==> src/rwss_pkg.sv <==
package rwss_pkg;

	localparam logic [1:0] MODE_TICK = 2'd0;
	localparam logic [1:0] MODE_PLAY = 2'd1;
	localparam logic [1:0] MODE_ROW  = 2'd2;
	localparam logic [1:0] MODE_EFF  = 2'd3;

	localparam logic [7:0] END_MARK = 8'hFF;
	localparam int MAX_OUT = 64;
	localparam int N_W = $clog2(MAX_OUT + 1);

	typedef struct packed {
		logic [1:0] mode;
		logic [3:0] effect_id;
		logic [5:0] row_index;
		logic [7:0] row_delay;
		logic [7:0] row_register;
		logic [7:0] row_data;
		logic [5:0] effect_start;
		logic       effect_channel;
	} in_t;

	typedef struct packed {
		logic       out_channel;
		logic [7:0] write_address;
		logic [7:0] write_data;
		logic       last_write;
	} out_t;

	typedef enum logic [2:0] {
		ST_IDLE,
		ST_PLAY_EFF,
		ST_PLAY_ROW,
		ST_TICK_CH,
		ST_BURST,
		ST_TICK_END
	} state_t;

endpackage

==> src/register_write_script_sequencer.sv <==
// Register-write script player with independent channels.
// The cmd channel takes one item per handshake: a tick, a play request, a
// script row load or an effect entry load. A load is written as it is taken.
// A play reads the effect entry and then the first script row from their
// memories before the next item is taken.
// A tick visits each channel in turn, and a channel that fires reads its
// script rows one per cycle from the row memory while the wr channel does
// not stall, until a row delay, the end marker, a cap or the last row stops it.
// Each register write leaves on the wr channel as one item; the last item of a
// tick has last_write set. The write is held back one step so that the last
// one can be flagged, and an output register lets the next cmd item be taken
// while the final write still waits.
// When the receiver stalls, the burst pauses on the current row and resumes
// when the output register drains; nothing is dropped.
// Reset leaves every channel idle. The script and effect memories are not
// cleared and must be loaded before they are played.
module register_write_script_sequencer #(
	parameter int SCRIPT_DEPTH  = 64,
	parameter int EFFECT_COUNT  = 16,
	parameter int CHANNEL_COUNT = 2,
	parameter int MAX_BURST     = 32
) (
	input  logic                 clk,
	input  logic                 arst_n,
	input  logic                 cmd_valid,
	output logic                 cmd_stall,
	input  rwss_pkg::in_t        cmd,
	output logic                 wr_valid,
	input  logic                 wr_stall,
	output rwss_pkg::out_t       wr
);

	localparam int AW  = (SCRIPT_DEPTH > 1) ? $clog2(SCRIPT_DEPTH) : 1;
	localparam int EW  = (EFFECT_COUNT > 1) ? $clog2(EFFECT_COUNT) : 1;
	localparam int CHW = (CHANNEL_COUNT > 1) ? $clog2(CHANNEL_COUNT) : 1;
	localparam int RCW = ((AW > 6) ? AW : 6) + 1;
	localparam int ECW = ((EW > 4) ? EW : 4) + 1;
	localparam int CCW = CHW + 1;
	localparam int BW  = $clog2(MAX_BURST + 1);
	localparam int NW  = rwss_pkg::N_W;

	rwss_pkg::state_t state_q, state_d;

	logic [CHW-1:0] ch_q;
	logic [NW-1:0]  n_q;
	logic [BW-1:0]  burst_q;
	logic           first_q;
	logic [CHW-1:0] play_ch_q;
	logic [AW-1:0]  play_start_q;

	logic           busy_q   [CHANNEL_COUNT];
	logic [AW-1:0]  cursor_q [CHANNEL_COUNT];
	logic [7:0]     count_q  [CHANNEL_COUNT];

	logic           pend_v_q;
	rwss_pkg::out_t pend_q;
	logic           out_v_q;
	rwss_pkg::out_t out_q;

	logic           row_we, row_re, eff_we, eff_re;
	logic [AW-1:0]  row_waddr, row_raddr;
	logic [EW-1:0]  eff_addr;
	logic [23:0]    row_rd;
	logic [6:0]     eff_rd;

	logic           cmd_acc;
	logic [RCW-1:0] row_idx_ext, eff_start_ext;
	logic [ECW-1:0] eid_ext;
	logic           row_idx_ok, eid_ok, eff_ch_ok, eff_start_ok;
	logic           cur_busy;
	logic [AW-1:0]  cur_row;
	logic [7:0]     cur_cnt;
	logic [AW:0]    next_row;
	logic           next_past, last_ch, can_push, emit_ok, n_full, burst_full;
	logic [7:0]     rd_delay;
	logic           stop_end, stop_wait, stop_cap, do_emit, emit_fire, flush_fire, push;
	logic           tick_skip, burst_done, next_ch;

	logic           ch_we;
	logic [CHW-1:0] ch_sel;
	logic           busy_d;
	logic [AW-1:0]  cursor_d;
	logic [7:0]     count_d;

	rwss_ram #(.WIDTH(24), .DEPTH(SCRIPT_DEPTH), .AW(AW)) u_rows (
		.clk   (clk),
		.we    (row_we),
		.waddr (row_waddr),
		.wdata ({cmd.row_delay, cmd.row_register, cmd.row_data}),
		.re    (row_re),
		.raddr (row_raddr),
		.rdata (row_rd)
	);

	rwss_ram #(.WIDTH(7), .DEPTH(EFFECT_COUNT), .AW(EW)) u_effects (
		.clk   (clk),
		.we    (eff_we),
		.waddr (eff_addr),
		.wdata ({cmd.effect_start, cmd.effect_channel}),
		.re    (eff_re),
		.raddr (eff_addr),
		.rdata (eff_rd)
	);

	assign cmd_stall = (state_q != rwss_pkg::ST_IDLE);
	assign cmd_acc   = cmd_valid && !cmd_stall;

	assign row_idx_ext   = RCW'(cmd.row_index);
	assign eff_start_ext = RCW'(eff_rd[6:1]);
	assign eid_ext       = ECW'(cmd.effect_id);
	assign row_idx_ok    = row_idx_ext < RCW'(SCRIPT_DEPTH);
	assign eid_ok        = eid_ext < ECW'(EFFECT_COUNT);
	assign eff_ch_ok     = CCW'(eff_rd[0]) < CCW'(CHANNEL_COUNT);
	assign eff_start_ok  = eff_start_ext < RCW'(SCRIPT_DEPTH);

	assign row_we    = cmd_acc && (cmd.mode == rwss_pkg::MODE_ROW) && row_idx_ok;
	assign row_waddr = AW'(row_idx_ext);
	assign eff_we    = cmd_acc && (cmd.mode == rwss_pkg::MODE_EFF) && eid_ok;
	assign eff_re    = cmd_acc && (cmd.mode == rwss_pkg::MODE_PLAY) && eid_ok;
	assign eff_addr  = EW'(eid_ext);

	assign cur_busy   = busy_q[ch_q];
	assign cur_row    = cursor_q[ch_q];
	assign cur_cnt    = count_q[ch_q];
	assign next_row   = {1'b0, cur_row} + (AW+1)'(1);
	assign next_past  = next_row >= (AW+1)'(SCRIPT_DEPTH);
	assign last_ch    = ch_q == CHW'(CHANNEL_COUNT - 1);
	assign can_push   = !out_v_q || !wr_stall;
	assign emit_ok    = !pend_v_q || can_push;
	assign n_full     = n_q >= NW'(rwss_pkg::MAX_OUT);
	assign burst_full = burst_q >= BW'(MAX_BURST);
	assign rd_delay   = row_rd[23:16];

	assign stop_end  = !first_q && (rd_delay == rwss_pkg::END_MARK);
	assign stop_wait = !first_q && (rd_delay != 8'd0) && (rd_delay != rwss_pkg::END_MARK);
	assign stop_cap  = !first_q && (rd_delay == 8'd0) && (burst_full || n_full);
	assign do_emit   = !(stop_end || stop_wait || stop_cap);

	assign emit_fire  = (state_q == rwss_pkg::ST_BURST) && do_emit && emit_ok;
	assign flush_fire = (state_q == rwss_pkg::ST_TICK_END) && pend_v_q && can_push;
	assign push       = (emit_fire && pend_v_q) || flush_fire;

	assign tick_skip  = !cur_busy || (cur_cnt != 8'd0) || n_full;
	assign burst_done = !do_emit || (emit_fire && next_past);
	assign next_ch    = ((state_q == rwss_pkg::ST_TICK_CH) && tick_skip) ||
		((state_q == rwss_pkg::ST_BURST) && burst_done);

	always_comb begin
		state_d = state_q;
		unique case (state_q)
			rwss_pkg::ST_IDLE: begin
				if (cmd_acc && (cmd.mode == rwss_pkg::MODE_TICK)) begin
					state_d = rwss_pkg::ST_TICK_CH;
				end else if (eff_re) begin
					state_d = rwss_pkg::ST_PLAY_EFF;
				end
			end
			rwss_pkg::ST_PLAY_EFF: begin
				if (eff_ch_ok && eff_start_ok) begin
					state_d = rwss_pkg::ST_PLAY_ROW;
				end else begin
					state_d = rwss_pkg::ST_IDLE;
				end
			end
			rwss_pkg::ST_PLAY_ROW: begin
				state_d = rwss_pkg::ST_IDLE;
			end
			rwss_pkg::ST_TICK_CH: begin
				if (!tick_skip) begin
					state_d = rwss_pkg::ST_BURST;
				end else if (last_ch) begin
					state_d = rwss_pkg::ST_TICK_END;
				end
			end
			rwss_pkg::ST_BURST: begin
				if (burst_done) begin
					state_d = last_ch ? rwss_pkg::ST_TICK_END : rwss_pkg::ST_TICK_CH;
				end
			end
			rwss_pkg::ST_TICK_END: begin
				if (!pend_v_q || can_push) begin
					state_d = rwss_pkg::ST_IDLE;
				end
			end
			default: state_d = rwss_pkg::ST_IDLE;
		endcase
	end

	always_comb begin
		ch_we     = 1'b0;
		ch_sel    = ch_q;
		busy_d    = cur_busy;
		cursor_d  = cur_row;
		count_d   = cur_cnt;
		row_re    = 1'b0;
		row_raddr = cur_row;
		unique case (state_q)
			rwss_pkg::ST_PLAY_EFF: begin
				if (eff_ch_ok) begin
					ch_sel = CHW'(eff_rd[0]);
					if (eff_start_ok) begin
						row_re    = 1'b1;
						row_raddr = AW'(eff_start_ext);
					end else begin
						ch_we    = 1'b1;
						busy_d   = 1'b0;
						cursor_d = AW'(eff_start_ext);
						count_d  = 8'd0;
					end
				end
			end
			rwss_pkg::ST_PLAY_ROW: begin
				ch_we    = 1'b1;
				ch_sel   = play_ch_q;
				cursor_d = play_start_q;
				if (rd_delay == rwss_pkg::END_MARK) begin
					busy_d  = 1'b0;
					count_d = 8'd0;
				end else begin
					busy_d  = 1'b1;
					count_d = rd_delay;
				end
			end
			rwss_pkg::ST_TICK_CH: begin
				if (cur_busy && (cur_cnt != 8'd0)) begin
					ch_we   = 1'b1;
					count_d = cur_cnt - 8'd1;
				end else if (!tick_skip) begin
					row_re = 1'b1;
				end
			end
			rwss_pkg::ST_BURST: begin
				if (stop_end) begin
					ch_we   = 1'b1;
					busy_d  = 1'b0;
					count_d = 8'd0;
				end else if (stop_wait) begin
					ch_we   = 1'b1;
					count_d = rd_delay;
				end else if (emit_fire) begin
					ch_we    = 1'b1;
					cursor_d = next_row[AW-1:0];
					if (next_past) begin
						busy_d  = 1'b0;
						count_d = 8'd0;
					end else begin
						row_re    = 1'b1;
						row_raddr = next_row[AW-1:0];
					end
				end
			end
			default: begin
			end
		endcase
	end

	always_ff @(posedge clk or negedge arst_n) begin
		if (!arst_n) begin
			state_q  <= rwss_pkg::ST_IDLE;
			ch_q     <= '0;
			n_q      <= '0;
			burst_q  <= '0;
			first_q  <= 1'b0;
			pend_v_q <= 1'b0;
			out_v_q  <= 1'b0;
			for (int i = 0; i < CHANNEL_COUNT; i++) begin
				busy_q[i]   <= 1'b0;
				cursor_q[i] <= '0;
				count_q[i]  <= '0;
			end
		end else begin
			state_q <= state_d;
			if (cmd_acc && (cmd.mode == rwss_pkg::MODE_TICK)) begin
				ch_q <= '0;
				n_q  <= '0;
			end else if (next_ch) begin
				ch_q <= ch_q + CHW'(1);
			end
			if ((state_q == rwss_pkg::ST_TICK_CH) && !tick_skip) begin
				burst_q <= '0;
				first_q <= 1'b1;
			end else if (emit_fire) begin
				burst_q <= burst_q + BW'(1);
				n_q     <= n_q + NW'(1);
				first_q <= 1'b0;
			end
			if (ch_we) begin
				busy_q[ch_sel]   <= busy_d;
				cursor_q[ch_sel] <= cursor_d;
				count_q[ch_sel]  <= count_d;
			end
			if (emit_fire) begin
				pend_v_q <= 1'b1;
			end else if (flush_fire) begin
				pend_v_q <= 1'b0;
			end
			out_v_q <= push || (out_v_q && wr_stall);
		end
	end

	always_ff @(posedge clk) begin
		if (state_q == rwss_pkg::ST_PLAY_EFF) begin
			play_ch_q    <= CHW'(eff_rd[0]);
			play_start_q <= AW'(eff_start_ext);
		end
		if (emit_fire) begin
			pend_q.out_channel   <= ch_q[0];
			pend_q.write_address <= row_rd[15:8];
			pend_q.write_data    <= row_rd[7:0];
			pend_q.last_write    <= 1'b0;
		end
		if (push) begin
			out_q.out_channel   <= pend_q.out_channel;
			out_q.write_address <= pend_q.write_address;
			out_q.write_data    <= pend_q.write_data;
			out_q.last_write    <= flush_fire;
		end
	end

	assign wr_valid = out_v_q;
	assign wr       = out_q;

endmodule

==> src/rwss_ram.sv <==
module rwss_ram #(
	parameter int WIDTH = 8,
	parameter int DEPTH = 16,
	parameter int AW = (DEPTH > 1) ? $clog2(DEPTH) : 1
) (
	input  logic             clk,
	input  logic             we,
	input  logic [AW-1:0]    waddr,
	input  logic [WIDTH-1:0] wdata,
	input  logic             re,
	input  logic [AW-1:0]    raddr,
	output logic [WIDTH-1:0] rdata
);

	logic [WIDTH-1:0] mem_q [DEPTH];

	always_ff @(posedge clk) begin
		if (we) begin
			mem_q[waddr] <= wdata;
		end
		if (re) begin
			rdata <= mem_q[raddr];
		end
	end

endmodule

==> config.mk <==
export PLATFORM = sky130hd
export DESIGN_NAME = register_write_script_sequencer
export DESIGN_NICKNAME = d
export VERILOG_FILES = /design/src/rwss_pkg.sv /design/src/register_write_script_sequencer.sv /design/src/rwss_ram.sv
export SDC_FILE = /design/constraint.sdc
export NUM_CORES = 2
export LEC_CHECK = 0
export BUFFER_PORTS_ARGS = -buffer_cell sky130_fd_sc_hd__buf_2
export CORE_AREA = 2 2 474 335
export CTS_BUF_LIST = sky130_fd_sc_hd__clkbuf_2
export DETAILED_ROUTE_END_ITERATION = 6
export DIE_AREA = 0 0 476 337
export PLACE_DENSITY = 0.68
export SLEW_MARGIN = 20
export SYNTH_ARGS = -nofsm -noshare
export SYNTH_HDL_FRONTEND = slang
export SYNTH_SLANG_ARGS = --single-unit
==> constraint.sdc <==
create_clock -name clk -period 4.18 [get_ports clk]
set_input_delay 0 -clock clk [delete_from_list [all_inputs] [get_ports clk]]
set_output_delay 0 -clock clk [all_outputs]
set_load 0.1 [all_outputs]
After elaboration in Yosys (flattened, before gate mapping). Memory sizes are Yosys's and may differ from the RTL's. A register that Yosys moved wholly into a read port is not among the register bits. Cells that the tools add are included.

Memory bits (writable): 1648. Output and inout bits: 20. Latch bits: 0. Memory bits (read-only): 0. Bits of input ports: 47. Bits in registers: 92. Memories kept: 2.

Memory list: u_rows.mem_q (depth 64, bits a word 24, read ports 1, clocked after Yosys merged registers in 1, write ports 1, line rwss_ram.sv:15) `logic [WIDTH-1:0] mem_q [DEPTH];`; u_effects.mem_q (depth 16, bits a word 7, read ports 1, clocked after Yosys merged registers in 1, write ports 1, line rwss_ram.sv:15).

Reduce and logical (&&, ||, !) cells: 54. $add $sub $neg: 5. Shifts and indexed selects: 0. Divide/modulo/power cells: 0. Bitwise gates (word level): 2. Multiply operators: 0. Magnitude comparators: 9. Eq/ne operators: 14. Muxes and demuxes: 83.

Operator list (count): $mux 6 (15); $mux 8 (11); $mux 1 (32); $pmux 8 s4 (1); $logic_and 1x1->1 (25); $mux 3 (7); $mux 7 (3); $pmux 6 s3 (1); $bwmux 16 (1); $reduce_bool 8->1 (2); $pmux 3 s5 (1); $ge 7x7->1 const B (2); $lt 6x7->1 const B (2); $bwmux 12 (1); $pmux 6 s2 (1); $logic_or 1x1->1 (11); $demux 8 s1 (1); $eq 8x8->1 const B (1); $logic_not 1->1 (8); $logic_not 8->1 (1); $ne 8x8->1 const B (1); $sub 8x1->8 const B (1); $add 6x1->7 const B (1); $add 7x1->7 const B (1); other kinds (26) (36).

Logic depth before layout (Yosys ltp).
Depth after elaboration: 14. Depth in mapped cells: 17.

Cells and area by module. From an unflattened synthesis, not the netlist that was laid out.

Cell total of the unflattened synthesis: 3276. Area, all modules: 68948.6 µm².

By module, submodules not included: rwss_ram at u_rows (instances 1, cells each 2610, area each 59535.8 µm²); register_write_script_sequencer (instances 1, cells each 463, area each 4812.1 µm²); rwss_ram at u_effects (instances 1, cells each 203, area each 4600.7 µm²).

Worst setup path after synthesis. Ideal clock, no wire load.

Kind: register -> register. Start: register ch_q. End: register u_rows.rdata[0], read port of u_rows.mem_q (enable). Library setup time: 0.417 ns. Cell stages (with the launch flop): 9. Required time: 3.763 ns. Setup slack: 0.477 ns. Arrival time: 3.286 ns. Clock period less this slack: 3.703 ns. Path through: dfrtp_1 > buf_2 > buf_2 > buf_1 > mux2i_1 > ha_1 > and4_1 > nand2_1 > o221ai_1.

Word-level cells in the longest chain between the ends: 11.

RTL lines: from (decl) (line register_write_script_sequencer.sv:44) `logic [CHW-1:0] ch_q;`; from (signal assigned) (line register_write_script_sequencer.sv:277) `ch_q <= ch_q + CHW'(1);`; $not 1->2 (not written as such) (*) (line register_write_script_sequencer.sv:122, register_write_script_sequencer.sv:123, register_write_script_sequencer.sv:124); $mux 6 (not written as such) (3 in a row) (line register_write_script_sequencer.sv:123) `assign cur_row = cursor_q[ch_q];`; $add 6x1->7 (line register_write_script_sequencer.sv:125) `assign next_row = {1'b0, cur_row} + (AW+1)'(1);`; $ge 7x7->1 (line register_write_script_sequencer.sv:126) `assign next_past = next_row >= (AW+1)'(SCRIPT_DEPTH);`; $mux 1 (line register_write_script_sequencer.sv:243) `if (next_past) begin`; $mux 1 (line register_write_script_sequencer.sv:240) `end else if (emit_fire) begin`; $mux 1 (line register_write_script_sequencer.sv:237) `end else if (stop_wait) begin`; $mux 1 (line register_write_script_sequencer.sv:233) `if (stop_end) begin`; $pmux 1 s3 (*) (line register_write_script_sequencer.sv:197) `unique case (state_q)`; net row_re (line register_write_script_sequencer.sv:60) `logic row_we, row_re, eff_we, eff_re;`; to (decl) (line rwss_ram.sv:12) `output logic [WIDTH-1:0] rdata`.

The timed path passes the listed nets; every way through them passes the cells marked *. The select of a mux whose other input is x is not followed. A chain may end at the register's enable or synchronous reset.

Worst setup path after layout.
Start: register u_rows.rdata[18], read port of u_rows.mem_q. End: register u_rows.rdata[0], read port of u_rows.mem_q, data pin.

Word-level cells in the longest chain between the ends: 12.

RTL lines: $reduce_bool 8->1 (line register_write_script_sequencer.sv:135) `assign stop_wait = !first_q && (rd_delay != 8'd0) && (rd_delay != rwss_pkg::END_MARK);`; $logic_and 1x1->1 (2 in a row) (line register_write_script_sequencer.sv:135); $logic_or 1x1->1 (2 in a row) (line register_write_script_sequencer.sv:137) `assign do_emit = !(stop_end || stop_wait || stop_cap);`; $logic_not 1->1 (line register_write_script_sequencer.sv:137); $logic_and 1x1->1 (2 in a row) (line register_write_script_sequencer.sv:139) `assign emit_fire = (state_q == rwss_pkg::ST_BURST) && do_emit && emit_ok;`; $mux 1 / $mux 6 (equally long branches) (line register_write_script_sequencer.sv:240); $mux 1 / $mux 6 (equally long branches) (line register_write_script_sequencer.sv:237); $mux 1 / $mux 6 (equally long branches) (line register_write_script_sequencer.sv:233); $pmux 1 s3 / $pmux 6 s2 (equally long branches) (line register_write_script_sequencer.sv:197).

Several ways; a longest one is shown, not always the timed one.

==> flow_metrics.env <==
export IMPL_status="completed"
export IMPL_drtPass1Iterations=6
export IMPL_ys_flop_type="edfxtp_1"
export IMPL_drive_gt1_share_pct=23.5
export IMPL_netlist_area_um2=69800
export IMPL_route_detailed_wl_per_inst_um=27.1
export IMPL_gp_congestion=0.875
export IMPL_crit_path_frequent_cell="buf_12"
export IMPL_tritoncts="built"
export IMPL_yosysUniqueCellTypes=68
export IMPL_synthAdderAreaFrac_pct=0.125
export IMPL_layout_commonest_cell="edfxtp_1"
export IMPL_nNetsFinal=5166
export IMPL_synth_nets=4411
export IMPL_path_max_fanout=19
export IMPL_rrSetupSlack_ps=10
export IMPL_peakVddDrop_uv=863
export IMPL_ant_nets=0
export IMPL_via_per_inst=5.89
export IMPL_synth_simple_area_share_pct=6.65
export IMPL_r2r_end="u_rows.rdata[0]"
export IMPL_grt_start_max_net_pins=100
export IMPL_gr_usage_all_layers_pct=24.9
export IMPL_arrival_ps=5620
export IMPL_synthMuxAreaShare_pct=8.26
export IMPL_slew_headroom_pct=20.4
export IMPL_h_tree_depth=5
export IMPL_synth_seq_cells=1771
export IMPL_min_period_over_period_pct=99.8
export IMPL_tightest_slew_ps=1190
export IMPL_clk_pin_slew_ps=120
export IMPL_p_leak_nw=29.1
export IMPL_clkSinkCount=1771
export IMPL_async_flop_share_pct=2.82
export IMPL_core_um2=156000
export IMPL_synth_edf_count=1721
export IMPL_period_needed_ps=4170
export IMPL_port_buffers=66
export IMPL_path_class="reg2reg"
export IMPL_worstReg2RegStart="u_rows.rdata[18]"
export IMPL_clock_skew_ps=214
export IMPL_grt_ovfl_total=0
export IMPL_initial_utilization_pct=44.6
export IMPL_path_cells="nor4_4, a32oi_1, o21ai_1, o211a_4, buf_12, buf_12, buf_12, buf_4, mux2i_1, a32oi_1, and3_1, a31oi_4, nand4_1"
export IMPL_route_vias_total=44100
export IMPL_cp_required_ps=5630
export IMPL_yosys_warnings=0
export IMPL_synth_compound_area_share_pct=7.17
export IMPL_area_growth_pct=16.5
export IMPL_drv_slew=0
export IMPL_setup_slack_ps=10.2
export IMPL_cp_slowest_cell="edfxtp_1"
export IMPL_numCtsBuffers=401
export IMPL_row_count=122
export IMPL_fmax_ghz=0.240
export IMPL_root_buffer="clkbuf_2"
export IMPL_grt_pass1_vias=42600
export IMPL_setup_violations=0
export IMPL_cpPeakStageDelay_ps=520
export IMPL_hp_class="in2reg"
export IMPL_crit_start="u_rows.rdata[18]"
export IMPL_cp_end_kind="flop"
export IMPL_cap_violations=0
export IMPL_drc=0
export IMPL_die_width_um=476
export IMPL_ioPinCount=67
export IMPL_grt_antenna_before_repair=19
export IMPL_grt_pass1_wl_mm=289
export IMPL_hpwl_mm=110
export IMPL_stdcell_count=7494
export IMPL_p_per_area_nw_per_um2=709
export IMPL_ys_seq_area_share_pct=75.8
export IMPL_drt_iter0_drc=6351
export IMPL_dp_slack_ps=-515
export IMPL_hold_viol_final=0
export IMPL_avgSynthCellArea_um2=16.0
export IMPL_final_cell_mix="edfxtp_1 (1721), nand2_1 (643), clkbuf_2 (606), mux2i_1 (477), buf_4 (318)"
export IMPL_chipHeight_um=337
export IMPL_worstRegToRegCells=13
export IMPL_drt_wl_total_mm=203
export IMPL_clk_latency_ps=1850
export IMPL_synth_top_family_by_area="multiplexers"
export IMPL_placedCellCount=6637
export IMPL_postSynthCellCount=4357
export IMPL_endpoint="u_rows.rdata[0]"
export IMPL_crit_path_start_kind="flop"
export IMPL_synth_xor_area_share_pct=0.213
export IMPL_dieArea_um2=160000
export IMPL_clockBufferDepth=4
==> cells by family after synthesis <==
kind of cell	Yosys count
adders and majority gates	7
muxes	530
xor gates and xnor gates	17
buffers and inverters	295
DFF	1771
AOI/OAI and AO/OA	682
and+or+nand+nor	1055
==> through the flow <==
step	hold WS, ps	util, %	area (µm²)	total power, mW	TNS, ps
after CTS	10.9	51.8	81100	57.0	-30.3
after global placement	156	48.3	75600	45.8	-2180
after global routing	99.6	52.0	81300	60.1	-87.3
final	234	52.0	81300	57.7	0
after floorplan	-296	-	69800	34.9	0
after detailed placement	158	48.3	75600	46.2	-1280
==> registers in the layout, indices dropped and copies added (netlist names) <==
| signal | cells |
|---|---|
| count_q | 16 |
| n_q | 7 |
| play_ch_q | 1 |
| play_start_q | 6 |
| u_rows.rdata | 24 |
| burst_q | 6 |
| state_q | 3 |
| u_rows.mem_q | 1536 |
| u_effects.mem_q | 112 |
| pend_v_q | 1 |
| ch_q | 1 |
| pend_q | 17 |
| wr | 18 |
| u_effects.rdata | 7 |
| wr_valid | 1 |
| cursor_q | 12 |
| first_q | 1 |
| busy_q | 2 |
==> critical path, delay by kind of cell (launching register included) <==
family | cells | cell delay, ps
buffers and inverters | 4 | 750
AOI/OAI and AO/OA | 5 | 1420
and+or+nand+nor | 3 | 810
DFF | 1 | 520
muxes | 1 | 210
==> area by class of cell <==
cell class,count,area (µm²)
fillers,12800,75100
flip-flops and latches,1771,52900
multi-input cells,2291,16000
repair buffers,628,6260
clock buffers,606,3030
well taps,2108,2640
clock inverters,54,299
inverters,19,72.6
diodes,17,42.5
==> per-layer routing <==
layer	global-route usage, %	wire [µm]	vias to the layer above
met1	35.9	82300	22100
met3	7.03	25800	380
li1	-	-	18900
met2	36.2	88400	2754
met4	9.13	6340	0
met5	0	0	-
==> cells in the mapped netlist, drive strengths merged (47+ instances only) <==
cell	number	area, µm²
clkbuf	166	623
a31oi	48	300
nor2	117	439
a21oi	134	671
a32oi	117	1020
edfxtp	1721	51700
a221oi	50	438
dfrtp	50	1250
nand2	644	2420
mux2i	478	4780
and3	97	607
o21ai	61	305
a2111oi	69	604
buf	110	549
a21boi	47	353
nand3	90	455
==> where the power goes <==
part | switching (mW) | leakage, nW | internal [mW]
combinational | 16.3 | 10.3 | 10.3
sequential | 0.415 | 16.1 | 20.1
clock | 6.64 | 2.66 | 3.95
==> repair_timing <==
item | 4_1_cts | 5_1_grt
gates resized for setup | 9 | 27
hold buffers | 173 | 0
buffers inserted | 0 | 6
pin swaps | 0 | 5
setup endpoints to repair | 18 | 25
gates cloned | 0 | 1
hold endpoints to repair | 3493 | 0
==> worst min-delay path by stage <==
stage,from,end,slack [ps],cells after the start
final,cmd[13],u_rows.mem_q[2][6],230,5
after global routing,cmd[13],u_rows.mem_q[2][6],100,5
after CTS,wr_stall,wr_valid,10,6
after detailed placement,arst_n,state_q[2],160,2
after global placement,arst_n,state_q[2],160,2
after floorplan,arst_n,burst_q[0],-300,0
(Power assumes the default switching activity.)
